$ cat config.mk
export PLATFORM = sky130hd
export DESIGN_NAME = grid_frequency_stability_check
export DESIGN_NICKNAME = d
export VERILOG_FILES = /design/src/rtl/gfsc_pkg.sv /design/src/rtl/grid_frequency_stability_check.sv
export SDC_FILE = /design/constraint.sdc
export NUM_CORES = 1
export LEC_CHECK = 0
export BUFFER_PORTS_ARGS = -buffer_cell sky130_fd_sc_hd__buf_2
export CAP_MARGIN = 10
export CORE_ASPECT_RATIO = 1.75
export CORE_MARGIN = 2
export CORE_UTILIZATION = 45
export DETAILED_ROUTE_END_ITERATION = 10
export GPL_TIMING_DRIVEN = 1
export PLACE_DENSITY_LB_ADDON = 0.05
export SETUP_SLACK_MARGIN = 0.5
export SLEW_MARGIN = 25
export SYNTH_ARGS = -nofsm -noshare
export SYNTH_HDL_FRONTEND = slang
export SYNTH_SLANG_ARGS = --single-unit
$ cat constraint.sdc
create_clock -name clk -period 20.1 [get_ports clk]
set_clock_uncertainty 0.2 [all_clocks]
set_input_delay 2.01 -clock clk [delete_from_list [all_inputs] [get_ports clk]]
set_output_delay 2.01 -clock clk [all_outputs]
set_load 0.05 [all_outputs]
$ cat src/rtl/gfsc_pkg.sv
// shared constants and types of the grid frequency stability check
package gfsc_pkg;

    // analyser tick rate in hertz and the frequency held after reset
    localparam int unsigned TICK_RATE = 16000;
    localparam int unsigned RESET_HZ  = 40;

    // whole-hertz bits of a frequency, enough for the tick rate itself
    localparam int unsigned HZ_BITS = 14;

    // default parameter values
    localparam int unsigned COUNT_BITS_DEF = 16;
    localparam int unsigned FRAC_BITS_DEF  = 8;

    // field widths of the beats
    localparam int unsigned COUNT_FIELD_BITS = 16;
    localparam int unsigned FREQ_BITS        = 22;
    localparam int unsigned ROC_BITS         = 24;
    localparam int unsigned IN_DATA_BITS     = 16;
    localparam int unsigned OUT_DATA_BITS    = 48;
    localparam int unsigned OUT_PAD_BITS     = OUT_DATA_BITS - FREQ_BITS - ROC_BITS;
    localparam int unsigned OUT_USER_BITS    = 2;

    // configuration registers
    localparam int unsigned REG_BITS       = 10;
    localparam int unsigned CFG_INDEX_BITS = 2;
    localparam logic [CFG_INDEX_BITS-1:0] CFG_FREQ_THRESHOLD = 2'd0;
    localparam logic [CFG_INDEX_BITS-1:0] CFG_ROC_THRESHOLD  = 2'd1;
    localparam logic [REG_BITS-1:0] FREQ_THRESHOLD_RST = 10'd50;
    localparam logic [REG_BITS-1:0] ROC_THRESHOLD_RST  = 10'd10;

    // sequencer states
    typedef enum logic [5:0] {
        S_IDLE = 6'b000001,
        S_DIV1 = 6'b000010,
        S_MUL1 = 6'b000100,
        S_MUL2 = 6'b001000,
        S_DIV2 = 6'b010000,
        S_LOAD = 6'b100000
    } state_t;

endpackage

$ cat src/rtl/grid_frequency_stability_check.sv
// mains frequency and rate-of-change monitor with bit-serial arithmetic
//
// channel   dir  handshake            content
// s_*       in   s_tvalid/s_tready    tdata[15:0] period_count
// m_*       out  m_tvalid/m_tready    tdata[21:0] frequency, [45:22] roc, [47:46] zero
//                                     tuser[0] unstable, tuser[1] bad_count
// cfg_*     in   cfg_valid/cfg_ready  cfg_index register, cfg_data value (always ready)
//
// an item runs from accept to the output register through one-bit-per-cycle shift
// registers, with NW = 14 + FRAC_BITS and XW = 3*NW - FRAC_BITS + 1: a restoring
// divider for the NW-bit frequency, a shift-add multiplier used twice, and a
// restoring divider for the XW-bit rate quotient. a zero count skips all of it
// and goes straight to the load state.
// rst_n clears the sequencer and the output valid and sets the thresholds and the old frequency to their reset values.
// a new beat is taken while a result waits in the output register; a finished
// result waits in the load state until that register is free.
module grid_frequency_stability_check #(
    parameter int unsigned COUNT_BITS = gfsc_pkg::COUNT_BITS_DEF,
    parameter int unsigned FRAC_BITS  = gfsc_pkg::FRAC_BITS_DEF
) (
    input  logic                                  clk,
    input  logic                                  rst_n,
    // input beats
    input  logic                                  s_tvalid,
    output logic                                  s_tready,
    input  logic [gfsc_pkg::IN_DATA_BITS-1:0]     s_tdata,   // [15:0] period_count
    // result beats
    output logic                                  m_tvalid,
    input  logic                                  m_tready,
    output logic [gfsc_pkg::OUT_DATA_BITS-1:0]    m_tdata,   // frequency, roc, zero pad
    output logic [gfsc_pkg::OUT_USER_BITS-1:0]    m_tuser,   // unstable, bad_count
    // register writes
    input  logic                                  cfg_valid,
    output logic                                  cfg_ready,
    input  logic [gfsc_pkg::CFG_INDEX_BITS-1:0]   cfg_index,
    input  logic [gfsc_pkg::REG_BITS-1:0]         cfg_data
);

    // raw frequency width, product width, multiplicand width, rate dividend width
    localparam int unsigned NW = gfsc_pkg::HZ_BITS + FRAC_BITS;
    localparam int unsigned PW = 3 * NW;
    localparam int unsigned AW = 2 * NW;
    localparam int unsigned XW = PW - FRAC_BITS + 1;
    localparam int unsigned CW = $clog2(XW);

    localparam logic [NW-1:0] TICK_DIVIDEND = NW'(gfsc_pkg::TICK_RATE) << FRAC_BITS;
    localparam logic [NW-1:0] PREV_RST      = NW'(gfsc_pkg::RESET_HZ) << FRAC_BITS;
    localparam logic [CW-1:0] NW_LAST       = CW'(NW - 1);
    localparam logic [CW-1:0] XW_LAST       = CW'(XW - 1);

    // control state
    gfsc_pkg::state_t state_reg, state_next;
    logic [CW-1:0]    cnt_reg, cnt_next;
    logic             m_valid_reg, m_valid_next;
    logic [NW-1:0]    prev_freq_reg, prev_freq_next;
    logic [gfsc_pkg::REG_BITS-1:0] freq_thr_reg, freq_thr_next;
    logic [gfsc_pkg::REG_BITS-1:0] roc_thr_reg, roc_thr_next;

    // datapath
    logic [COUNT_BITS-1:0] count_reg, count_next;
    logic [COUNT_BITS-1:0] rem1_reg, rem1_next;
    logic [NW-1:0]         quo1_reg, quo1_next;    // dividend bits out, quotient bits in
    logic [PW-1:0]         prod_reg, prod_next;    // product high, multiplier bits low
    logic [AW-1:0]         mcand_reg, mcand_next;
    logic [NW:0]           sum_reg, sum_next;
    logic [NW:0]           rem2_reg, rem2_next;
    logic [XW-1:0]         dq_reg, dq_next;        // rate dividend out, quotient in
    logic                  bad_reg, bad_next;
    logic [gfsc_pkg::FREQ_BITS-1:0] freq_out_reg, freq_out_next;
    logic [gfsc_pkg::ROC_BITS-1:0]  roc_out_reg, roc_out_next;
    logic                  unstable_reg, unstable_next;
    logic                  bad_out_reg, bad_out_next;

    // one step of each serial unit
    logic [COUNT_BITS:0]   div1_trial;
    logic [COUNT_BITS:0]   div1_sub;
    logic                  div1_ge;
    logic [COUNT_BITS-1:0] div1_rem;
    logic [NW-1:0]         div1_quo;
    logic [AW:0]           mul_upper;
    logic [PW-1:0]         mul_prod;
    logic [NW+1:0]         div2_trial;
    logic [NW+1:0]         div2_sub;
    logic                  div2_ge;
    logic [NW:0]           div2_rem;
    logic [XW-1:0]         div2_quo;

    // end-of-item evaluation
    logic [COUNT_BITS-1:0] in_count;
    logic [NW-1:0]         freq_diff;
    logic [XW-1:0]         rate_q;
    logic                  rate_over;
    logic                  freq_low;
    logic                  rate_high;
    logic                  load_out;

    assign in_count = COUNT_BITS'(s_tdata[gfsc_pkg::COUNT_FIELD_BITS-1:0]);

    // restoring divider for the frequency: one quotient bit a cycle
    assign div1_trial = {rem1_reg, quo1_reg[NW-1]};
    assign div1_sub   = div1_trial - {1'b0, count_reg};
    assign div1_ge    = (div1_trial >= {1'b0, count_reg});
    assign div1_rem   = div1_ge ? div1_sub[COUNT_BITS-1:0] : div1_trial[COUNT_BITS-1:0];
    assign div1_quo   = {quo1_reg[NW-2:0], div1_ge};

    // shift-add multiplier, low multiplier bit first
    assign mul_upper = {1'b0, prod_reg[PW-1:NW]} + (prod_reg[0] ? {1'b0, mcand_reg} : '0);
    assign mul_prod  = {mul_upper, prod_reg[NW-1:1]};

    // restoring divider for the rate, divisor is the frequency sum
    assign div2_trial = {rem2_reg, dq_reg[XW-1]};
    assign div2_sub   = div2_trial - {1'b0, sum_reg};
    assign div2_ge    = (div2_trial >= {1'b0, sum_reg});
    assign div2_rem   = div2_ge ? div2_sub[NW:0] : div2_trial[NW:0];
    assign div2_quo   = {dq_reg[XW-2:0], div2_ge};

    // absolute difference of new and old frequency
    assign freq_diff = (quo1_reg >= prev_freq_reg) ? (quo1_reg - prev_freq_reg)
                                                   : (prev_freq_reg - quo1_reg);

    // both frequencies zero: the division ran by zero, rate is zero
    assign rate_q    = (sum_reg == '0) ? '0 : dq_reg;
    assign rate_over = |rate_q[XW-1:gfsc_pkg::ROC_BITS];
    assign freq_low  = (quo1_reg < (NW'(freq_thr_reg) << FRAC_BITS));
    assign rate_high = (rate_q > (XW'(roc_thr_reg) << FRAC_BITS));

    assign load_out = (state_reg == gfsc_pkg::S_LOAD) && (!m_valid_reg || m_tready);

    always_comb
    begin
        state_next     = state_reg;
        cnt_next       = cnt_reg;
        prev_freq_next = prev_freq_reg;
        count_next     = count_reg;
        rem1_next      = rem1_reg;
        quo1_next      = quo1_reg;
        prod_next      = prod_reg;
        mcand_next     = mcand_reg;
        sum_next       = sum_reg;
        rem2_next      = rem2_reg;
        dq_next        = dq_reg;
        bad_next       = bad_reg;
        freq_out_next  = freq_out_reg;
        roc_out_next   = roc_out_reg;
        unstable_next  = unstable_reg;
        bad_out_next   = bad_out_reg;

        unique case (state_reg)
            gfsc_pkg::S_IDLE:
            begin
                if (s_tvalid)
                begin
                    count_next = in_count;
                    rem1_next  = '0;
                    quo1_next  = TICK_DIVIDEND;
                    cnt_next   = NW_LAST;
                    if (in_count == '0)
                    begin
                        // bad count goes straight to the load state, old frequency untouched
                        bad_next   = 1'b1;
                        state_next = gfsc_pkg::S_LOAD;
                    end
                    else
                    begin
                        bad_next   = 1'b0;
                        state_next = gfsc_pkg::S_DIV1;
                    end
                end
            end
            gfsc_pkg::S_DIV1:
            begin
                rem1_next = div1_rem;
                quo1_next = div1_quo;
                cnt_next  = cnt_reg - 1'b1;
                if (cnt_reg == '0)
                begin
                    // new frequency times old frequency
                    prod_next  = {{AW{1'b0}}, div1_quo};
                    mcand_next = AW'(prev_freq_reg);
                    cnt_next   = NW_LAST;
                    state_next = gfsc_pkg::S_MUL1;
                end
            end
            gfsc_pkg::S_MUL1:
            begin
                prod_next = mul_prod;
                cnt_next  = cnt_reg - 1'b1;
                if (cnt_reg == '0)
                begin
                    // then times the difference
                    mcand_next = mul_prod[AW-1:0];
                    prod_next  = {{AW{1'b0}}, freq_diff};
                    sum_next   = {1'b0, quo1_reg} + {1'b0, prev_freq_reg};
                    cnt_next   = NW_LAST;
                    state_next = gfsc_pkg::S_MUL2;
                end
            end
            gfsc_pkg::S_MUL2:
            begin
                prod_next = mul_prod;
                cnt_next  = cnt_reg - 1'b1;
                if (cnt_reg == '0)
                begin
                    // doubled product with the fraction bits dropped
                    dq_next    = mul_prod[PW-1:FRAC_BITS-1];
                    rem2_next  = '0;
                    cnt_next   = XW_LAST;
                    state_next = gfsc_pkg::S_DIV2;
                end
            end
            gfsc_pkg::S_DIV2:
            begin
                rem2_next = div2_rem;
                dq_next   = div2_quo;
                cnt_next  = cnt_reg - 1'b1;
                if (cnt_reg == '0)
                begin
                    state_next = gfsc_pkg::S_LOAD;
                end
            end
            gfsc_pkg::S_LOAD:
            begin
                if (load_out)
                begin
                    if (bad_reg)
                    begin
                        freq_out_next = '0;
                        roc_out_next  = '0;
                        unstable_next = 1'b1;
                        bad_out_next  = 1'b1;
                    end
                    else
                    begin
                        freq_out_next  = gfsc_pkg::FREQ_BITS'(quo1_reg);
                        roc_out_next   = rate_over ? '1 : rate_q[gfsc_pkg::ROC_BITS-1:0];
                        unstable_next  = freq_low || rate_high;
                        bad_out_next   = 1'b0;
                        prev_freq_next = quo1_reg;
                    end
                    state_next = gfsc_pkg::S_IDLE;
                end
            end
            default:
            begin
                state_next = gfsc_pkg::S_IDLE;
            end
        endcase
    end

    // output valid: set on load, cleared when the beat is taken
    always_comb
    begin
        m_valid_next = m_valid_reg;
        if (load_out)
        begin
            m_valid_next = 1'b1;
        end
        else if (m_tready)
        begin
            m_valid_next = 1'b0;
        end
    end

    // register writes, unknown indexes ignored
    always_comb
    begin
        freq_thr_next = freq_thr_reg;
        roc_thr_next  = roc_thr_reg;
        if (cfg_valid)
        begin
            unique case (cfg_index)
                gfsc_pkg::CFG_FREQ_THRESHOLD: freq_thr_next = cfg_data;
                gfsc_pkg::CFG_ROC_THRESHOLD:  roc_thr_next  = cfg_data;
                default:                      ;
            endcase
        end
    end

    always_ff @(posedge clk or negedge rst_n)
    begin
        if (!rst_n)
        begin
            state_reg     <= gfsc_pkg::S_IDLE;
            cnt_reg       <= '0;
            m_valid_reg   <= 1'b0;
            prev_freq_reg <= PREV_RST;
            freq_thr_reg  <= gfsc_pkg::FREQ_THRESHOLD_RST;
            roc_thr_reg   <= gfsc_pkg::ROC_THRESHOLD_RST;
        end
        else
        begin
            state_reg     <= state_next;
            cnt_reg       <= cnt_next;
            m_valid_reg   <= m_valid_next;
            prev_freq_reg <= prev_freq_next;
            freq_thr_reg  <= freq_thr_next;
            roc_thr_reg   <= roc_thr_next;
        end
    end

    // payload registers, no reset
    always_ff @(posedge clk)
    begin
        count_reg    <= count_next;
        rem1_reg     <= rem1_next;
        quo1_reg     <= quo1_next;
        prod_reg     <= prod_next;
        mcand_reg    <= mcand_next;
        sum_reg      <= sum_next;
        rem2_reg     <= rem2_next;
        dq_reg       <= dq_next;
        bad_reg      <= bad_next;
        freq_out_reg <= freq_out_next;
        roc_out_reg  <= roc_out_next;
        unstable_reg <= unstable_next;
        bad_out_reg  <= bad_out_next;
    end

    assign s_tready  = (state_reg == gfsc_pkg::S_IDLE);
    assign cfg_ready = 1'b1;
    assign m_tvalid  = m_valid_reg;
    assign m_tdata   = {{gfsc_pkg::OUT_PAD_BITS{1'b0}}, roc_out_reg, freq_out_reg};
    assign m_tuser   = {bad_out_reg, unstable_reg};

    // one item in flight: an accepted beat closes the input until it is done
    a_single_item: assert property (@(posedge clk) disable iff (!rst_n)
        (s_tvalid && s_tready) |=> !s_tready)
        else $error("second beat accepted while an item is in progress");

    // a bad count result carries zero fields and the unstable flag
    a_bad_result: assert property (@(posedge clk) disable iff (!rst_n)
        (m_tvalid && m_tuser[1]) |->
            (m_tdata[gfsc_pkg::FREQ_BITS+gfsc_pkg::ROC_BITS-1:0] == '0 && m_tuser[0]))
        else $error("bad count result with nonzero fields or stable flag");

    // the old frequency moves only when a good result is loaded
    a_prev_update: assert property (@(posedge clk) disable iff (!rst_n)
        !$stable(prev_freq_reg) |-> $past(load_out && !bad_reg))
        else $error("old frequency changed outside a result load");

endmodule

==> results_dict.tcl <==
set metrics [dict create \
    wl_mm 66.03 \
    first_global_vias 17598 \
    post-route-cell-area_mm2 0.02521 \
    p_sw_w 0.001480 \
    syn_area_mm2 0.02285 \
    power_density_mw_per_mm2 140.7 \
    numCtsBuffers 37 \
    setup_viol 0 \
    avgViaCountPerCell 5.607 \
    worst_pin_slew_ns 0.9317 \
    yosys_register_bits 373 \
    hold_depth 1 \
    fin_hold_ws_ns 0.3073 \
    fin_setup_tns_ns 0 \
    wl_met3_mm 1.772 \
    grt_pass1_wl_mm 101.8 \
    clock_latency_ns 0.56 \
    cp-start-kind "register" \
    yosysTopAreaCell "edfxtp_1" \
    seq_area_frac_synth 0.4786 \
    fp-row-count 109 \
    wl_met2_mm 36.17 \
    place.port_buffers 82 \
    r2r_cells 15 \
    fillers 4679 \
    clk_pin_slew_ns 0.07 \
    p_comb_frac 0.466 \
    start_util 0.4541 \
    clockBufferDepth 3 \
    arrival_ns 2.26 \
    status "complete, no violations" \
    gp_congestion 0.9254 \
    pwr-share-seq 0.325 \
    seq_area_mm2 0.01094 \
    root_buffer "clkbuf_16" \
    drive_above_1_share 0.1064 \
    ys_types 95 \
    grt_overflow 0 \
    largest_reg_flops 66 \
    crit_cells 4 \
    grt_use_total 0.2514 \
    layout_worst_path_cycle_share 0.2225 \
    cts_setup_buffers 0 \
    final_hold_viol_count 0 \
    path_delay_family "simple AND/OR/NAND/NOR gates" \
    cts_tree "built" \
    synthTopCellsByArea "edfxtp_1, ha_1, dfrtp_1, nor2_1, nand2_1" \
    n_antenna_cell 0 \
    power_w 0.003548 \
    switching_share 0.4170 \
    crit_buf_inv 2 \
    ys.flop_type "edfxtp_1" \
    cp-end-kind "output pin" \
    placed_area_mm2 0.02393 \
    highest_layer "met4" \
    crit_chain "nor3_1 > nand4bb_1 > inv_1 > buf_2" \
    core-area_mm2 0.05032 \
    rsz0062_at_grt "false" \
    yosys_warnings 0 \
    critPathKind "register to output pin" \
    cts-resized-gates 0 \
    place_hpwl_mm 50.58 \
    drt_first_iter_violations 1161 \
    dr.pass1.iters 6 \
    grt_max_degree 68 \
    reg2reg_setup_slack_ns 15.98 \
    antenna_found_initial 0 \
    drc 0 \
    yosysTopAreaCellShare 0.4179 \
    slowest_stage "nor3_1" \
    avgSynthCellArea_um2 10.01 \
    relSlewSlack 0.3762 \
    synthArstFlopShare 0.1475 \
    floorplan.die.width_um 174.3 \
    synth_edf_count 318 \
    synth_cells 2283 \
    clock_sink_count 373 \
    hp-class "register to register" \
    finalCriticalPeriod_ns 4.472 \
    slowest_delay_ns 0.47 \
    multiInputGateArea_mm2 0.01097 \
    cp.required_ns 17.89 \
    vias 16960 \
    clkPwrFrac 0.209 \
    fp.dieH_um 302.1 \
    ir_drop_mv 0.1049 \
    io_pins 86 \
    htreeDepth 2 \
    area_delta_synth_final_pct 10.33 \
    final_nets 2539 \
    path_max_fanout 9 \
    cts_hold_buf 0 \
    drv_cap 0 \
    report.final.slew_viol_count 0 \
    wl_met1_mm 24.16 \
    leakagePower_nw 10.19 \
    wire_per_inst_um 21.83 \
    antenna_left 0 \
    intPower_w 0.002068 \
    fp.dieArea_mm2 0.05267 \
    fmax_mhz 223.6 \
]
==> cells in the mapped netlist (5+ instances only) <==
cell,count
a211oi_1,12
a21o_1,47
a21oi_1,157
a22oi_1,20
a31oi_1,20
and2_1,53
and3_1,10
buf_1,13
buf_2,11
buf_4,7
clkbuf_1,61
dfrtp_1,47
dfstp_2,8
edfxtp_1,318
fa_1,6
ha_1,168
inv_1,161
mux2_2,34
mux2i_1,28
nand2_1,229
nand2b_1,22
nand3_1,29
nand3b_1,6
nand4_1,24
nor2_1,240
nor2b_1,23
nor3_1,39
nor4_1,26
o211ai_1,7
o21a_1,34
o21ai_0,146
o21ai_1,26
o21bai_1,22
o221ai_1,6
o31a_1,5
o31ai_1,6
or2_2,6
or3_1,12
xnor2_1,66
xor2_1,36
==> logic make-up after synthesis <==
family                   after synthesis  share of synthesized area
other                                  2                  0.0003287
adder cells (fa/ha/maj)              174                    0.09725
flip-flops                           373                     0.4786
AO/OA/AOI/OAI                        573                     0.1610
AND/OR/NAND/NOR                      738                     0.1494
multiplexers                          62                    0.02902
XOR/XNOR                             102                    0.03910
buffers and inverters                259                    0.04534
==> per-layer routing <==
layer | global-route usage | vias to the layer above
met5 | 0 | -
met4 | 0.1365 | 0
met3 | 0.02313 | 153
met2 | 0.4905 | 377
met1 | 0.2627 | 8162
li1 | - | 8268
==> path summary, 6_finish.rpt <==
check / endpoint / start
setup / recovery: s_tready / state_reg[3]
hold / removal: roc_thr_reg[5] / roc_thr_reg[5]
setup reg to reg: unstable_reg / sum_reg[1]
hold reg to reg: roc_thr_reg[5] / roc_thr_reg[5]
max in group asynchronous: state_reg[1] / rst_n
min in group asynchronous: prev_freq_reg[2] / rst_n
==> power groups by stage <==
stage                     sequential (W)  combinational (W)  clock, W
after floorplan                  0.00117            0.00118         0
after global placement           0.00117            0.00164         0
after detailed placement         0.00117            0.00164         0
after CTS                        0.00115            0.00165  0.000760
after global routing             0.00117            0.00181  0.000785
final                            0.00115            0.00165  0.000740
==> worst register-to-register path, cell delays in order (launching register included) <==
cell and delay [ns]:
edfxtp_1 0.44, nor4_1 0.51, nand4_1 0.39, or2_2 0.53, nand2_1 0.13, inv_1 0.05, ha_1 0.28, nor2b_1 0.13
o21a_1 0.16, o21a_1 0.15, o21ai_0 0.14, nand2b_1 0.07, a21oi_1 0.14, o21ai_0 0.10, a211oi_1 0.27, o221ai_1 0.16
==> metrics by stage <==
step	setup slack [ns]	util	cells
3_3_place_gp	15.95	0.4753	2959
2_1_floorplan	13.51	-	2284
3_5_place_dp	15.93	0.4755	2959
6_report	15.63	0.5010	3025
5_1_grt	15.47	0.5010	3025
4_1_cts	15.61	0.5008	3025
==> cells in the final DEF, fill, tap and decap left out, types with 7 or more instances in the layout <==
cell type	instances
edfxtp_1	318
nor2_1	239
nand2_1	227
ha_1	168
inv_1	161
a21oi_1	155
o21ai_0	145
buf_2	82
xnor2_1	66
and2_1	53
a21o_1	47
dfrtp_1	47
clkbuf_16	40
nor3_1	38
xor2_1	36
o21a_1	34
mux2_2	34
nand3_1	28
mux2i_1	28
nor4_1	25
o21ai_1	24
nand4_1	24
nor2b_1	23
o21bai_1	22
buf_4	22
nand2b_1	21
a31oi_1	20
a22oi_1	20
or3_1	12
a211oi_1	12
and3_1	9
dfstp_2	8
o211ai_1	7
clkinv_1	7
==> cell type report <==
type	instances	share of cell area
sequential	373	0.4337
clock buffer	45	0.04169
timing repair buffer	105	0.02328
clock inverter	21	0.008883
multi-input combinational	1652	0.4351
tap	666	0.03305
inverter	163	0.02427
Note: power is estimated with default switching activity, not from simulation.
